<file path="src/design/lcdni_pkg.sv">
package lcdni_pkg;

  // Request codes on the func field.
  localparam logic [2:0] FUNC_TICK   = 3'd0;
  localparam logic [2:0] FUNC_INSTR  = 3'd1;
  localparam logic [2:0] FUNC_CHAR   = 3'd2;
  localparam logic [2:0] FUNC_INIT   = 3'd3;
  localparam logic [2:0] FUNC_CURSOR = 3'd4;
  localparam logic [2:0] FUNC_CLEAR  = 3'd5;
  localparam logic [2:0] FUNC_POWER  = 3'd6;

  // Configuration register indexes.
  localparam logic [2:0] CFG_IDX_ENABLE_PULSE = 3'd0;
  localparam logic [2:0] CFG_IDX_SHORT_WAIT   = 3'd1;
  localparam logic [2:0] CFG_IDX_CLEAR_WAIT   = 3'd2;
  localparam logic [2:0] CFG_IDX_POWERUP_WAIT = 3'd3;
  localparam logic [2:0] CFG_IDX_RESET_LONG   = 3'd4;
  localparam logic [2:0] CFG_IDX_RESET_SHORT  = 3'd5;

  // Configuration reset values.
  localparam logic [7:0]  ENABLE_PULSE_RST = 8'd1;
  localparam logic [15:0] SHORT_WAIT_RST   = 16'd80;
  localparam logic [15:0] CLEAR_WAIT_RST   = 16'd4000;
  localparam logic [19:0] POWERUP_WAIT_RST = 20'd100000;
  localparam logic [15:0] RESET_LONG_RST   = 16'd10000;
  localparam logic [15:0] RESET_SHORT_RST  = 16'd200;

  // Display instruction bytes.
  localparam logic [7:0] CMD_FUNC_RESET = 8'h30;
  localparam logic [7:0] CMD_FUNC_SET4  = 8'h28;
  localparam logic [7:0] CMD_DISP_OFF   = 8'h08;
  localparam logic [7:0] CMD_CLEAR      = 8'h01;
  localparam logic [7:0] CMD_ENTRY      = 8'h06;
  localparam logic [7:0] CMD_DISP_ON    = 8'h0C;
  localparam logic [7:0] CMD_SET_CURSOR = 8'h80;

  // Init sequence steps: 1..4 are lone nibbles, 5..9 are full bytes.
  localparam logic [3:0] INIT_STEP_NONE        = 4'd0;
  localparam logic [3:0] INIT_STEP_FIRST       = 4'd1;
  localparam logic [3:0] INIT_STEP_SHORT_A     = 4'd2;
  localparam logic [3:0] INIT_STEP_SHORT_B     = 4'd3;
  localparam logic [3:0] INIT_STEP_LAST_NIBBLE = 4'd4;
  localparam logic [3:0] INIT_STEP_FIRST_BYTE  = 4'd5;
  localparam logic [3:0] INIT_STEP_LAST        = 4'd9;

  // Classified request kinds passed from the front to the back.
  typedef enum logic [2:0] {
    REQ_NONE,
    REQ_BYTE,
    REQ_INIT,
    REQ_POWER,
    REQ_BAD
  } req_kind_e;

  typedef struct packed {
    req_kind_e  kind;
    logic [7:0] data_byte;
    logic       rs;
  } req_t;

  typedef struct packed {
    logic [7:0]  enable_pulse;
    logic [15:0] short_wait;
    logic [15:0] clear_wait;
    logic [19:0] powerup_wait;
    logic [15:0] reset_long;
    logic [15:0] reset_short;
  } cfg_t;

  typedef struct packed {
    logic [3:0] data_pins;
    logic       rs_pin;
    logic       enable_pin;
    logic       power_pin;
    logic       busy_res;
    logic       dropped;
  } res_t;

  // Byte sent for each full-byte init step, counted from the first byte step.
  function automatic logic [7:0] init_byte(logic [2:0] idx);
    logic [7:0] b;
    case (idx)
      3'd0:    b = CMD_FUNC_SET4;
      3'd1:    b = CMD_DISP_OFF;
      3'd2:    b = CMD_CLEAR;
      3'd3:    b = CMD_ENTRY;
      default: b = CMD_DISP_ON;
    endcase
    return b;
  endfunction

endpackage

</file>
<file path="src/design/lcdni_front.sv">
module lcdni_front #(
  parameter int COLUMNS = 16
) (
  input  logic                in_valid_i,
  output logic                in_stall_o,
  input  logic [2:0]          func_i,
  input  logic [7:0]          data_byte_i,
  input  logic [1:0]          row_i,
  input  logic [5:0]          column_i,
  input  logic                queue_full_i,
  output logic                push_o,
  output lcdni_pkg::req_t     req_o
);

  logic       cursor_ok;
  logic [5:0] col_m1;

  // Accept whenever the queue has room.
  assign in_stall_o = queue_full_i;
  assign push_o     = in_valid_i & ~queue_full_i;

  // Cursor position check and address bits.
  assign cursor_ok = ((row_i == 2'd1) || (row_i == 2'd2)) && (column_i != 6'd0) &&
                     (column_i <= 6'(COLUMNS));
  assign col_m1    = column_i - 6'd1;

  // Turn the request code into a byte to send or a control action.
  always_comb begin
    req_o.kind      = lcdni_pkg::REQ_NONE;
    req_o.data_byte = data_byte_i;
    req_o.rs        = 1'b0;
    case (func_i)
      lcdni_pkg::FUNC_TICK: begin
        req_o.kind = lcdni_pkg::REQ_NONE;
      end
      lcdni_pkg::FUNC_INSTR: begin
        req_o.kind = lcdni_pkg::REQ_BYTE;
      end
      lcdni_pkg::FUNC_CHAR: begin
        req_o.kind = lcdni_pkg::REQ_BYTE;
        req_o.rs   = 1'b1;
      end
      lcdni_pkg::FUNC_INIT: begin
        req_o.kind = lcdni_pkg::REQ_INIT;
      end
      lcdni_pkg::FUNC_CURSOR: begin
        // Row two starts at address 0x40, so its bit lands above the column.
        req_o.kind      = cursor_ok ? lcdni_pkg::REQ_BYTE : lcdni_pkg::REQ_BAD;
        req_o.data_byte = lcdni_pkg::CMD_SET_CURSOR | {1'b0, row_i == 2'd2, col_m1};
      end
      lcdni_pkg::FUNC_CLEAR: begin
        req_o.kind      = lcdni_pkg::REQ_BYTE;
        req_o.data_byte = lcdni_pkg::CMD_CLEAR;
      end
      lcdni_pkg::FUNC_POWER: begin
        req_o.kind = lcdni_pkg::REQ_POWER;
      end
      default: begin
        req_o.kind = lcdni_pkg::REQ_BAD;
      end
    endcase
  end

endmodule

</file>
<file path="src/design/lcdni_queue.sv">
module lcdni_queue (
  input  logic            clk_i,
  input  logic            rst_ni,
  input  logic            push_i,
  input  lcdni_pkg::req_t push_req_i,
  output logic            full_o,
  input  logic            pop_i,
  output logic            valid_o,
  output lcdni_pkg::req_t pop_req_o
);

  localparam int Depth = 2;

  lcdni_pkg::req_t                  mem_q [Depth];
  logic [$clog2(Depth)-1:0]         wr_ptr_q, wr_ptr_d;
  logic [$clog2(Depth)-1:0]         rd_ptr_q, rd_ptr_d;
  logic [$clog2(Depth+1)-1:0]       count_q, count_d;

  assign full_o    = (count_q == ($clog2(Depth+1))'(Depth));
  assign valid_o   = (count_q != '0);
  assign pop_req_o = mem_q[rd_ptr_q];

  // Pointer and fill count update.
  always_comb begin
    wr_ptr_d = wr_ptr_q;
    rd_ptr_d = rd_ptr_q;
    count_d  = count_q;
    if (push_i) begin
      wr_ptr_d = wr_ptr_q + 1'b1;
    end
    if (pop_i) begin
      rd_ptr_d = rd_ptr_q + 1'b1;
    end
    if (push_i && !pop_i) begin
      count_d = count_q + 1'b1;
    end else if (!push_i && pop_i) begin
      count_d = count_q - 1'b1;
    end
  end

  always_ff @(posedge clk_i or negedge rst_ni) begin
    if (!rst_ni) begin
      wr_ptr_q <= '0;
      rd_ptr_q <= '0;
      count_q  <= '0;
    end else begin
      wr_ptr_q <= wr_ptr_d;
      rd_ptr_q <= rd_ptr_d;
      count_q  <= count_d;
    end
  end

  // Entry storage.
  always_ff @(posedge clk_i) begin
    if (push_i) begin
      mem_q[wr_ptr_q] <= push_req_i;
    end
  end

endmodule

</file>
<file path="src/design/lcdni_back.sv">
module lcdni_back (
  input  logic            clk_i,
  input  logic            rst_ni,
  input  lcdni_pkg::cfg_t cfg_i,
  input  logic            req_valid_i,
  input  lcdni_pkg::req_t req_i,
  output logic            pop_o,
  output logic            out_valid_o,
  input  logic            out_stall_i,
  output lcdni_pkg::res_t res_o
);

  typedef enum logic [2:0] {
    PH_IDLE,
    PH_POWERUP,
    PH_EHIGH,
    PH_ELOW,
    PH_WAIT
  } phase_e;

  typedef struct packed {
    phase_e      phase;
    logic [19:0] wcnt;
    logic [7:0]  pend;
    logic        low_next;
    logic [3:0]  step;
    logic        long_wait;
    logic        rs;
    logic [3:0]  data;
    logic        en;
    logic        power;
  } seq_t;

  seq_t            seq_q, seq_d, seq_n;
  logic            drop;
  logic            out_valid_q;
  lcdni_pkg::res_t res_q;
  logic [19:0]     pulse;

  function automatic logic [19:0] max1_16(logic [15:0] v);
    logic [19:0] r;
    r = (v == 16'd0) ? 20'd1 : {4'd0, v};
    return r;
  endfunction

  function automatic seq_t start_nibble(seq_t s, logic [3:0] nib, logic [19:0] p);
    seq_t r;
    r       = s;
    r.data  = nib;
    r.en    = 1'b1;
    r.phase = PH_EHIGH;
    r.wcnt  = p;
    return r;
  endfunction

  function automatic seq_t start_byte(seq_t s, logic [7:0] b, logic rs, logic [19:0] p);
    seq_t r;
    r           = s;
    r.pend      = b;
    r.low_next  = 1'b1;
    r.rs        = rs;
    r.long_wait = !rs && (b == lcdni_pkg::CMD_CLEAR);
    r           = start_nibble(r, b[7:4], p);
    return r;
  endfunction

  function automatic seq_t start_init_item(seq_t s, logic [19:0] p);
    seq_t       r;
    logic [3:0] nib;
    logic [3:0] idx;
    r   = s;
    idx = s.step - lcdni_pkg::INIT_STEP_FIRST_BYTE;
    if ((s.step >= lcdni_pkg::INIT_STEP_FIRST) &&
        (s.step <= lcdni_pkg::INIT_STEP_LAST_NIBBLE)) begin
      nib = (s.step == lcdni_pkg::INIT_STEP_LAST_NIBBLE) ?
            lcdni_pkg::CMD_FUNC_SET4[7:4] : lcdni_pkg::CMD_FUNC_RESET[7:4];
      r.rs        = 1'b0;
      r.low_next  = 1'b0;
      r.long_wait = 1'b0;
      r           = start_nibble(r, nib, p);
    end else begin
      r = start_byte(r, lcdni_pkg::init_byte(idx[2:0]), 1'b0, p);
    end
    return r;
  endfunction

  function automatic logic [19:0] wait_length(seq_t s, lcdni_pkg::cfg_t c);
    logic [19:0] w;
    if (s.step == lcdni_pkg::INIT_STEP_FIRST) begin
      w = max1_16(c.reset_long);
    end else if ((s.step == lcdni_pkg::INIT_STEP_SHORT_A) ||
                 (s.step == lcdni_pkg::INIT_STEP_SHORT_B)) begin
      w = max1_16(c.reset_short);
    end else begin
      w = max1_16(s.long_wait ? c.clear_wait : c.short_wait);
    end
    return w;
  endfunction

  // One sequencer tick while busy: count down, then move to the next phase.
  function automatic seq_t advance(seq_t s, lcdni_pkg::cfg_t c, logic [19:0] p);
    seq_t r;
    r = s;
    if (r.wcnt != 20'd0) begin
      r.wcnt = r.wcnt - 20'd1;
    end
    if (r.wcnt == 20'd0) begin
      case (r.phase)
        PH_POWERUP: begin
          r = start_init_item(r, p);
        end
        PH_EHIGH: begin
          r.en    = 1'b0;
          r.phase = PH_ELOW;
          r.wcnt  = p;
        end
        PH_ELOW: begin
          if (r.low_next) begin
            r.low_next = 1'b0;
            r          = start_nibble(r, r.pend[3:0], p);
          end else begin
            r.phase = PH_WAIT;
            r.wcnt  = wait_length(r, c);
          end
        end
        default: begin
          if ((r.step >= lcdni_pkg::INIT_STEP_FIRST) &&
              (r.step < lcdni_pkg::INIT_STEP_LAST)) begin
            r.step = r.step + 4'd1;
            r      = start_init_item(r, p);
          end else begin
            r.step  = lcdni_pkg::INIT_STEP_NONE;
            r.phase = PH_IDLE;
          end
        end
      endcase
    end
    return r;
  endfunction

  assign pulse = (cfg_i.enable_pulse == 8'd0) ? 20'd1 : {12'd0, cfg_i.enable_pulse};

  // Take the next tick whenever the output register is free or being emptied.
  assign pop_o = req_valid_i && (!out_valid_q || !out_stall_i);

  // Next sequencer state for the tick at the head of the queue.
  always_comb begin
    seq_n = seq_q;
    drop  = 1'b0;
    if (seq_q.phase != PH_IDLE) begin
      drop  = (req_i.kind != lcdni_pkg::REQ_NONE);
      seq_n = advance(seq_q, cfg_i, pulse);
    end else begin
      case (req_i.kind)
        lcdni_pkg::REQ_NONE: begin
          seq_n = seq_q;
        end
        lcdni_pkg::REQ_BYTE: begin
          seq_n = start_byte(seq_q, req_i.data_byte, req_i.rs, pulse);
        end
        lcdni_pkg::REQ_INIT: begin
          seq_n.step  = lcdni_pkg::INIT_STEP_FIRST;
          seq_n.rs    = 1'b0;
          seq_n.en    = 1'b0;
          seq_n.phase = PH_POWERUP;
          seq_n.wcnt  = (cfg_i.powerup_wait == 20'd0) ? 20'd1 : cfg_i.powerup_wait;
        end
        lcdni_pkg::REQ_POWER: begin
          seq_n.power = req_i.data_byte[0];
        end
        default: begin
          drop = 1'b1;
        end
      endcase
    end
    seq_d = pop_o ? seq_n : seq_q;
  end

  always_ff @(posedge clk_i or negedge rst_ni) begin
    if (!rst_ni) begin
      seq_q       <= '{phase: PH_IDLE, default: '0};
      out_valid_q <= 1'b0;
    end else begin
      seq_q <= seq_d;
      if (pop_o) begin
        out_valid_q <= 1'b1;
      end else if (!out_stall_i) begin
        out_valid_q <= 1'b0;
      end
    end
  end

  // Result register: pin state after the tick.
  always_ff @(posedge clk_i) begin
    if (pop_o) begin
      res_q.data_pins  <= seq_n.data;
      res_q.rs_pin     <= seq_n.rs;
      res_q.enable_pin <= seq_n.en;
      res_q.power_pin  <= seq_n.power;
      res_q.busy_res   <= (seq_n.phase != PH_IDLE);
      res_q.dropped    <= drop;
    end
  end

  assign out_valid_o = out_valid_q;
  assign res_o       = res_q;

endmodule

</file>
<file path="src/design/char_lcd_nibble_interface_unit.sv">
// Character LCD controller for a 4-bit bus, one request per timing tick.
// Input channel (in_valid_i / in_stall_o): each item is one tick carrying a
// request code, a byte, and a cursor row and column. A tick with code zero
// just advances timing; other codes start a byte, the init sequence, a
// cursor set, a clear or a power pin change, or are dropped when busy or invalid.
// Output channel (out_valid_o / out_stall_i): one result per tick with the
// LCD pin levels after that tick, the busy flag and the drop flag.
// Configuration: cfg_valid_i with cfg_index_i and cfg_data_i writes one
// timing register; cfg_ready_o is always high. Write only while idle.
// A tick's result passes through the request queue and then the result
// register before it appears on the output channel.
// Throughput: one tick per cycle unless the output stalls; the sequencer
// state updates once per tick, with a two-entry request queue ahead of it.
// When the receiver stalls, the result register holds, the queue fills, and
// in_stall_o rises once both queue entries are taken.
// Reset clears the sequencer to idle with its pins low, the queue empty and
// the timing registers to their defaults; the result register is not reset.
module char_lcd_nibble_interface_unit #(
  parameter int COLUMNS = 16
) (
  input  logic        clk_i,
  input  logic        rst_ni,
  input  logic        in_valid_i,
  output logic        in_stall_o,
  input  logic [2:0]  func_i,
  input  logic [7:0]  data_byte_i,
  input  logic [1:0]  row_i,
  input  logic [5:0]  column_i,
  output logic        out_valid_o,
  input  logic        out_stall_i,
  output logic [3:0]  data_pins_o,
  output logic        rs_pin_o,
  output logic        enable_pin_o,
  output logic        power_pin_o,
  output logic        busy_res_o,
  output logic        dropped_o,
  input  logic        cfg_valid_i,
  output logic        cfg_ready_o,
  input  logic [2:0]  cfg_index_i,
  input  logic [19:0] cfg_data_i
);

  lcdni_pkg::cfg_t cfg_q;
  lcdni_pkg::req_t front_req;
  lcdni_pkg::req_t head_req;
  lcdni_pkg::res_t res;
  logic            push;
  logic            full;
  logic            head_valid;
  logic            pop;

  assign cfg_ready_o = 1'b1;

  // Timing registers.
  always_ff @(posedge clk_i or negedge rst_ni) begin
    if (!rst_ni) begin
      cfg_q.enable_pulse <= lcdni_pkg::ENABLE_PULSE_RST;
      cfg_q.short_wait   <= lcdni_pkg::SHORT_WAIT_RST;
      cfg_q.clear_wait   <= lcdni_pkg::CLEAR_WAIT_RST;
      cfg_q.powerup_wait <= lcdni_pkg::POWERUP_WAIT_RST;
      cfg_q.reset_long   <= lcdni_pkg::RESET_LONG_RST;
      cfg_q.reset_short  <= lcdni_pkg::RESET_SHORT_RST;
    end else if (cfg_valid_i && cfg_ready_o) begin
      case (cfg_index_i)
        lcdni_pkg::CFG_IDX_ENABLE_PULSE: cfg_q.enable_pulse <= cfg_data_i[7:0];
        lcdni_pkg::CFG_IDX_SHORT_WAIT:   cfg_q.short_wait   <= cfg_data_i[15:0];
        lcdni_pkg::CFG_IDX_CLEAR_WAIT:   cfg_q.clear_wait   <= cfg_data_i[15:0];
        lcdni_pkg::CFG_IDX_POWERUP_WAIT: cfg_q.powerup_wait <= cfg_data_i;
        lcdni_pkg::CFG_IDX_RESET_LONG:   cfg_q.reset_long   <= cfg_data_i[15:0];
        lcdni_pkg::CFG_IDX_RESET_SHORT:  cfg_q.reset_short  <= cfg_data_i[15:0];
        default: begin
        end
      endcase
    end
  end

  lcdni_front #(
    .COLUMNS (COLUMNS)
  ) u_front (
    .in_valid_i   (in_valid_i),
    .in_stall_o   (in_stall_o),
    .func_i       (func_i),
    .data_byte_i  (data_byte_i),
    .row_i        (row_i),
    .column_i     (column_i),
    .queue_full_i (full),
    .push_o       (push),
    .req_o        (front_req)
  );

  lcdni_queue u_queue (
    .clk_i      (clk_i),
    .rst_ni     (rst_ni),
    .push_i     (push),
    .push_req_i (front_req),
    .full_o     (full),
    .pop_i      (pop),
    .valid_o    (head_valid),
    .pop_req_o  (head_req)
  );

  lcdni_back u_back (
    .clk_i       (clk_i),
    .rst_ni      (rst_ni),
    .cfg_i       (cfg_q),
    .req_valid_i (head_valid),
    .req_i       (head_req),
    .pop_o       (pop),
    .out_valid_o (out_valid_o),
    .out_stall_i (out_stall_i),
    .res_o       (res)
  );

  assign data_pins_o  = res.data_pins;
  assign rs_pin_o     = res.rs_pin;
  assign enable_pin_o = res.enable_pin;
  assign power_pin_o  = res.power_pin;
  assign busy_res_o   = res.busy_res;
  assign dropped_o    = res.dropped;

endmodule

</file>
<file path="config.mk">
export PLATFORM = sky130hd
export DESIGN_NAME = char_lcd_nibble_interface_unit
export DESIGN_NICKNAME = d
export VERILOG_FILES = /design/src/design/lcdni_pkg.sv /design/src/design/lcdni_front.sv /design/src/design/lcdni_queue.sv /design/src/design/lcdni_back.sv /design/src/design/char_lcd_nibble_interface_unit.sv
export SDC_FILE = /design/constraint.sdc
export NUM_CORES = 1
export LEC_CHECK = 0
export BUFFER_PORTS_ARGS = -buffer_cell sky130_fd_sc_hd__buf_2
export CORE_ASPECT_RATIO = 0.7
export CORE_UTILIZATION = 53
export CTS_CLUSTER_SIZE = 25
export DETAILED_ROUTE_END_ITERATION = 8
export PLACE_DENSITY = 0.75
export RECOVER_POWER = 100
export SLEW_MARGIN = 30
export SYNTH_ARGS = -nofsm -noshare
export SYNTH_HDL_FRONTEND = slang
export SYNTH_SLANG_ARGS = --single-unit
export TNS_END_PERCENT = 30
</file>
<file path="constraint.sdc">
create_clock -name clk_i -period 7.95 [get_ports clk_i]
set_input_delay 1.59 -clock clk_i [delete_from_list [all_inputs] [get_ports clk_i]]
set_output_delay 1.59 -clock clk_i [all_outputs]
set_load 0.03 [all_outputs]
</file>
==> key figures, run 1 <==
Clocking
  • H-tree depth: 4
  • Root Buffer: clkbuf_16
  • Clock slew at reported path FFs: 0.07 ns
  • CTS tree: built
  • Cts repair resizes: 0
  • CTS buffer count: 17
  • # hold bufs at CTS: 0
  • Post-CTS Setup Bufs: 0
  • Sink Count: 170
  • Max clock buf depth: 2
  • Clock Latency Late Sink: 0.44 ns

Place
  • Placed insts: 1202
  • Pre-CTS setup slack: 3.47 ns
  • GPL Wtd Cong: 0.904
  • # port buffers: 57
  • Hpwl dp: 18500 µm

Route
  • Wirelength per Cell: 20.8 µm
  • Router iterations before antenna repair: 5
  • Antenna viol nets, final: 0
  • Final wirelength: 25600 µm
  • Vias: 7954
  • DRC: 0
  • Initial drt markers: 970
  • DR vias/cell: 6.45

Worst setup path
  • Critical path depth in cells: 2
  • CP max stage cell: clkbuf_1
  • Crit-path cells: clkbuf_1 -> clkbuf_2
  • Reg2Reg Depth: 10
  • Critical path's top delay family: buffers and inverters
  • CP max FO: 82
  • Crit-path max cell delay: 2.21 ns
  • Critical Path Sink Type: async pin
  • Critical Path RT: 8.10 ns
  • Crit path DAT: 5.65 ns
  • Buf+Inv Stages, Crit Path: 2
  • Type of origin of the critical path: input pin
  • Reg2reg setup slack: 2.62 ns
  • Setup Crit Path Kind: in -> async

GRT
  • Total track usage: 28.5%
  • Global-route wire length before repair: 40900 µm
  • Largest net degree at the start of global routing: 83
  • Initial antenna violation count: 0
  • GRT overflow: 0
  • Vias in the first global route: 7352

Finish
  • Commonest cells after routing, fill and taps aside: dfrtp_1 (113), mux2_2 (97), nand2_1 (94)
  • Fin nets: 1054
  • Layout cells sized above 1: 22.0%
  • Final Util: 60.8%
  • Antenna diodes: 0
  • Final Instance Count excl. Fillers: 1234
  • Most common cell after layout, fill and taps aside: dfrtp_1
  • Area grow syn2layout: 10.1%

Timing
  • Final sum of negative setup slack: 0 ns
  • Final setup vio count: 0
  • Fin crit period: 5.51 ns
  • Max Transition Viols Final: 140
  • Final worst slack: 2.44 ns
  • Final Cycle Share: 69.3%
  • Hold Fails Final Rpt: 0
  • Worst Tran Pin Value: 3.20 ns
  • Rel. slew slack: -113%
  • Max Fclk: 182 MHz
  • Clock Skew: 0.00841 ns
  • RSZ-0062 raised after global routing: no

Floorplanning
  • FP Rows: 40
  • Die Area: 18700 µm²
  • IO Pins: 59
  • Die Y: 115 µm
  • Initial Util: 55.2%
  • CORE AREA: 17500 µm²
  • Die W: 163 µm

Logic synthesis
  • Synth cell types: 78
  • Synth Flop Type: dfrtp_1
  • Seq cells post-synth: 170
  • Synthesized area: 9630 µm²
  • Avg Inst Size Synth: 10.1 µm²
  • Syn_nets: 1020
  • Post-synth EDFFs: 33
  • Synth Warn #: 0
  • Async SR Flop Fraction: 80.6%
  • Register area share after synthesis: 46.2%
  • Cells after Synth: 956

Flow run
  • MaxCap Viol Count: 2

Hold path
  • Hold crit path type: reg -> reg
  • Hold Crit Depth: 2

Pwr
  • Power density over the cells: 358 nW/µm²
  • VDD IR max: 0.000139 V
  • Leak Pwr: 4.16 nW

Run status
  • Violated checks: max-capacitance violations, max-slew violations
  • Outcome: finished, violations left
[path summary, 6_finish.rpt]
| kind | from | end |
|---|---|---|
| max | rst_ni | cfg_q[1] |
| min | u_back.seq_q[0] | u_back.seq_q[0] |
| max reg2reg | u_back.seq_q[21] | u_back.seq_q[42] |
| min reg2reg | u_back.seq_q[0] | u_back.seq_q[0] |
| max in group clk_i | u_back.seq_q[21] | u_back.seq_q[42] |
| min in group asynchronous | rst_ni | u_queue.rd_ptr_q |
[metal layers]
metal / global-route usage, % / up-vias / part of all wire [%]
met4: 6.11 / 0 / 0.91
met3: 7.07 / 26 / 9.9
li1: - / 3648 / -
met2: 38.7 / 364 / 40
met1: 45.2 / 3916 / 49
met5: 0 / - / 0
[state kept, by name (all words and copies together), names as in the netlist]
signal,count
u_queue.count_q,2
cfg_q,92
u_back.seq_q,40
u_queue.rd_ptr_q,1
u_back.res_o,9
u_queue.wr_ptr_q,1
u_back.out_valid_o,1
u_queue.mem_q,24
[power by group]
part	switching, W	total (W)	internal, W
Clock	0.000394	0.000819	0.000425
Combinational	0.000868	0.00145	0.000581
Sequential	0.000339	0.00153	0.00119
Total	0.00160	0.00379	0.00219
[stage by stage]
step | area, µm² | total power, W | hold WS (ns)
global route | 10600 | 0.00400 | 0.508
floorplan | 9630 | 0.00252 | 0.442
finish | 10600 | 0.00379 | 0.482
CTS | 10700 | 0.00379 | 0.489
global placement | 10100 | 0.00292 | 0.460
detailed placement | 10100 | 0.00296 | 0.470
[cells in the mapped netlist (4+ instances only)]
cell / n / area, µm²
edfxtp_1: 33 / 991
nand3_1: 18 / 90.1
dfstp_2: 23 / 604
or2_2: 7 / 43.8
ha_1: 17 / 213
xnor2_1: 8 / 70.1
a22oi_1: 5 / 37.5
o21a_1: 4 / 30.0
nand2_1: 94 / 353
nand2b_1: 12 / 75.1
dfrtp_1: 114 / 2850
or4_1: 4 / 30.0
a221oi_1: 7 / 61.3
o22ai_1: 8 / 50.1
o221ai_1: 4 / 35.0
xor2_1: 5 / 43.8
a31oi_1: 16 / 100
o31ai_1: 6 / 45.0
clkbuf_1: 45 / 169
nor3_1: 32 / 160
o21ai_1: 26 / 130
mux2i_1: 27 / 270
nand4_1: 10 / 62.6
nor2b_1: 8 / 50.1
nor2_1: 71 / 267
mux2_2: 98 / 1100
o2bb2ai_1: 5 / 43.8
nor4_1: 30 / 188
o21ai_0: 38 / 190
a22o_1: 5 / 43.8
a211oi_1: 5 / 37.5
o211ai_1: 7 / 52.6
buf_2: 7 / 35.0
or3_1: 9 / 56.3
a32oi_1: 4 / 35.0
a32o_1: 5 / 50.1
inv_1: 21 / 78.8
a21oi_1: 50 / 250
[area by class of cell]
type / count / area [µm²]
Sequential cell: 170 / 4450
Clock inverter: 13 / 130
Tap cell: 231 / 289
Inverter: 21 / 78.8
Timing Repair Buffer: 69 / 337
Multi-Input combinational cell: 711 / 4880
Clock buffer: 19 / 443
Fill cell: 1475 / 6860
[cells by family after synthesis]
kind of cell	share of synthesized area, %
compound gates	16.2
xor+xnor	1.18
fa+ha+maj	2.21
buf+inv	3.05
flops	46.2
mux	14.5
other cells	0.0389
simple gates	16.7
No activity file was read; power rests on OpenSTA's default activity.
==> run 2, diff against run 1 <==
==> constraint.sdc (replaced) <==
create_clock -name clk_i -period 5.6 [get_ports clk_i]
set_input_delay 1.12 -clock clk_i [delete_from_list [all_inputs] [get_ports clk_i]]
set_output_delay 1.12 -clock clk_i [all_outputs]
set_load 0.03 [all_outputs]
==> run 2 against run 1 <==
Largest cell class unchanged. The flow still finishes with violations (max-capacitance violations, max-slew violations). Power up 44%. Routed wire length about the same. Setup slack worse by 1.7 ns. First-iteration DRC count up 25%. Critical path depth up 8.
==> key figures, run 2 (synthesized netlist as in run 1, its figures left out) <==
Route
  • DR vias/cell: 6.45 (about the same)
  • Antenna viol nets, final: 0 (unchanged)
  • Wirelength per Cell: 20.8 µm (about the same)
  • Router iterations before antenna repair: 6 (+1)
  • Final wirelength: 25600 µm (about the same)
  • Vias: 7956 (+0.025%)
  • Initial drt markers: 1214 (+25%)
  • DRC: 0 (unchanged)

Finish
  • Final Util: 61.1% (+0.32 points)
  • Fin nets: 1054 (unchanged)
  • Final Instance Count excl. Fillers: 1234 (unchanged)
  • Most common cell after layout, fill and taps aside: dfrtp_1
  • Regs by FF count: cfg_q x92, u_back.seq_q x40, u_queue.mem_q x24
  • Layout cells sized above 1: 22.0% (unchanged)
  • FILL cells: 1454 (-1.4%)
  • Area occupied by multi-input gates: 4890 µm² (+0.13%)
  • Commonest cells after routing, fill and taps aside: dfrtp_1 (114), mux2_2 (96), nand2_1 (94)
  • Most flop-heavy register: cfg_q
  • FF+latch area: 4450 µm² (about the same)
  • Area grow syn2layout: 10.7%
  • Max reg flops: 92 (unchanged)
  • Antenna diodes: 0 (unchanged)

Clocking
  • Post-CTS Setup Bufs: 0 (unchanged)
  • Max clock buf depth: 2 (unchanged)
  • CTS buffer count: 17 (unchanged)
  • Clock slew at reported path FFs: 0.08 ns (about the same)
  • Cts repair resizes: 0 (unchanged)
  • Clock Latency Late Sink: 0.45 ns (about the same)
  • H-tree depth: 4 (unchanged)
  • CTS tree: built
  • # hold bufs at CTS: 0 (unchanged)
  • Sink Count: 170 (unchanged)
  • Root Buffer: clkbuf_16

Floorplanning
  • CORE AREA: 17500 µm² (unchanged)
  • Die Y: 115 µm (unchanged)
  • Die Area: 18700 µm² (unchanged)
  • IO Pins: 59 (unchanged)
  • Die W: 163 µm (unchanged)
  • Initial Util: 55.2% (unchanged)
  • FP Rows: 40 (unchanged)

GRT
  • Global-route wire length before repair: 41500 µm (+1.5%)
  • Largest net degree at the start of global routing: 100 (+20%)
  • Vias in the first global route: 7384 (+0.44%)
  • Total track usage: 29.0% (+0.46 points)
  • Initial antenna violation count: 0 (unchanged)
  • GRT overflow: 0 (unchanged)

Place
  • Hpwl dp: 18300 µm (-1.1%)
  • GPL Wtd Cong: 0.936 (+3.6%)
  • Pre-CTS setup slack: 1.25 ns (-2.23 ns)
  • Placed insts: 1202 (unchanged)
  • # port buffers: 57 (unchanged)

Worst setup path
  • Critical Path Sink Type: flip-flop
  • Setup Crit Path Kind: reg -> reg
  • Type of origin of the critical path: flip-flop
  • CP max FO: 15 (-82%)
  • Crit path DAT: 5.04 ns (-0.61 ns)
  • CP max stage cell: or4_1
  • Crit-path cells: inv_1 -> ha_1 -> nor3b_1 -> nand4_1 -> o41a_1 -> or4_1 -> or4_1 -> nand2b_1 -> a211oi_1 -> o21ai_0
  • Critical Path RT: 5.79 ns (-2.31 ns)
  • Crit-path max cell delay: 0.82 ns (-1.39 ns)
  • Most used cell, CP: or4_1

Hold path
  • Hold crit path type: reg -> reg

Run status
  • Outcome: finished, violations left
  • Violated checks: max-capacitance violations, max-slew violations

Flow run
  • MaxCap Viol Count: 1 (-1)

Timing
  • RSZ-0062 raised after global routing: no
  • Clock Skew: 0.0125 ns (+0.00407 ns)
  • Fin crit period: 4.85 ns
  • Hold Fails Final Rpt: 0 (unchanged)
  • Final worst slack: 0.750 ns (-1.69 ns)
  • Max Transition Viols Final: 100 (-29%)
  • Final setup vio count: 0 (unchanged)
  • Rel. slew slack: -69.0% (+44 points)
  • Final Cycle Share: 86.6%
  • Max Fclk: 206 MHz
  • WHS: 0.488 ns (+0.00605 ns)
  • Final sum of negative setup slack: 0 ns (unchanged)
  • Worst Tran Pin Value: 2.53 ns (-0.661 ns)

Pwr
  • VDD IR max: 0.000227 V (+63%)
  • Leak Pwr: 4.19 nW (+0.70%)
  • Power density over the cells: 513 nW/µm² (+43%)
==> run 2: cell count changes in the layout (fill, tap and decap cells not counted), sizes merged <==
cell,previous run,this run
clkbuf,39,36
inv,29,31
bufinv,0,1
clkinvlp,1,0
buf,49,50
==> run 2: power breakdown <==
part / leakage (nW) / switching [W] / internal, W
Clock: 0.304 / 0.000591 / 0.000649
Combinational: 1.96 / 0.00127 / 0.000823
Sequential: 1.93 / 0.000450 / 0.00168
==> run 2: routing by layer <==
metal / track usage, % / routed length [µm] / vias up
li1: - / - / 3669
met1: 46.2 / 12300 / 3864
met2: 38.2 / 10300 / 398
met3: 8.30 / 2700 / 25
met4: 6.29 / 281 / 0
met5: 0 / 0 / -
==> run 2: final cells by class <==
type                            count  share of cell area, %
Timing Repair Buffer               69                   3.21
Multi-Input combinational cell    711                   45.9
Sequential cell                   170                   41.7
Inverter                           21                  0.739
Clock inverter                     15                   1.79
Tap cell                          231                   2.71
Clock buffer                       17                   3.99
==> run 2: path summary, 6_finish.rpt <==
kind | slack (ns) | endpoint | from | cells after the start
max in group asynchronous | 2.49 | cfg_q[24] | rst_ni | 2
worst max register to register | 0.75 | u_back.res_o[4] | u_back.seq_q[21] | 10
worst max-delay path | 0.75 | u_back.res_o[4] | u_back.seq_q[21] | 10
min in group asynchronous | 1.41 | u_back.seq_q[0] | rst_ni | 1
worst min register to register | 0.49 | u_back.seq_q[0] | u_back.seq_q[0] | 2
worst min-delay path | 0.49 | u_back.seq_q[0] | u_back.seq_q[0] | 2
==> run 2: through the flow <==
step                total power, W  area (µm²)
global placement           0.00417       10100
detailed placement         0.00421       10100
finish                     0.00547       10700
floorplan                  0.00358        9630
CTS                        0.00545       10700
global route               0.00577       10700
==> run 2: critical path, delay by kind of cell (launching register included) <==
kind / cells / cell delay (ns)
buf+inv: 1 / 0.14
compound gates: 3 / 1.02
simple gates: 5 / 2.69
flops: 1 / 0.47
fa+ha+maj: 1 / 0.27
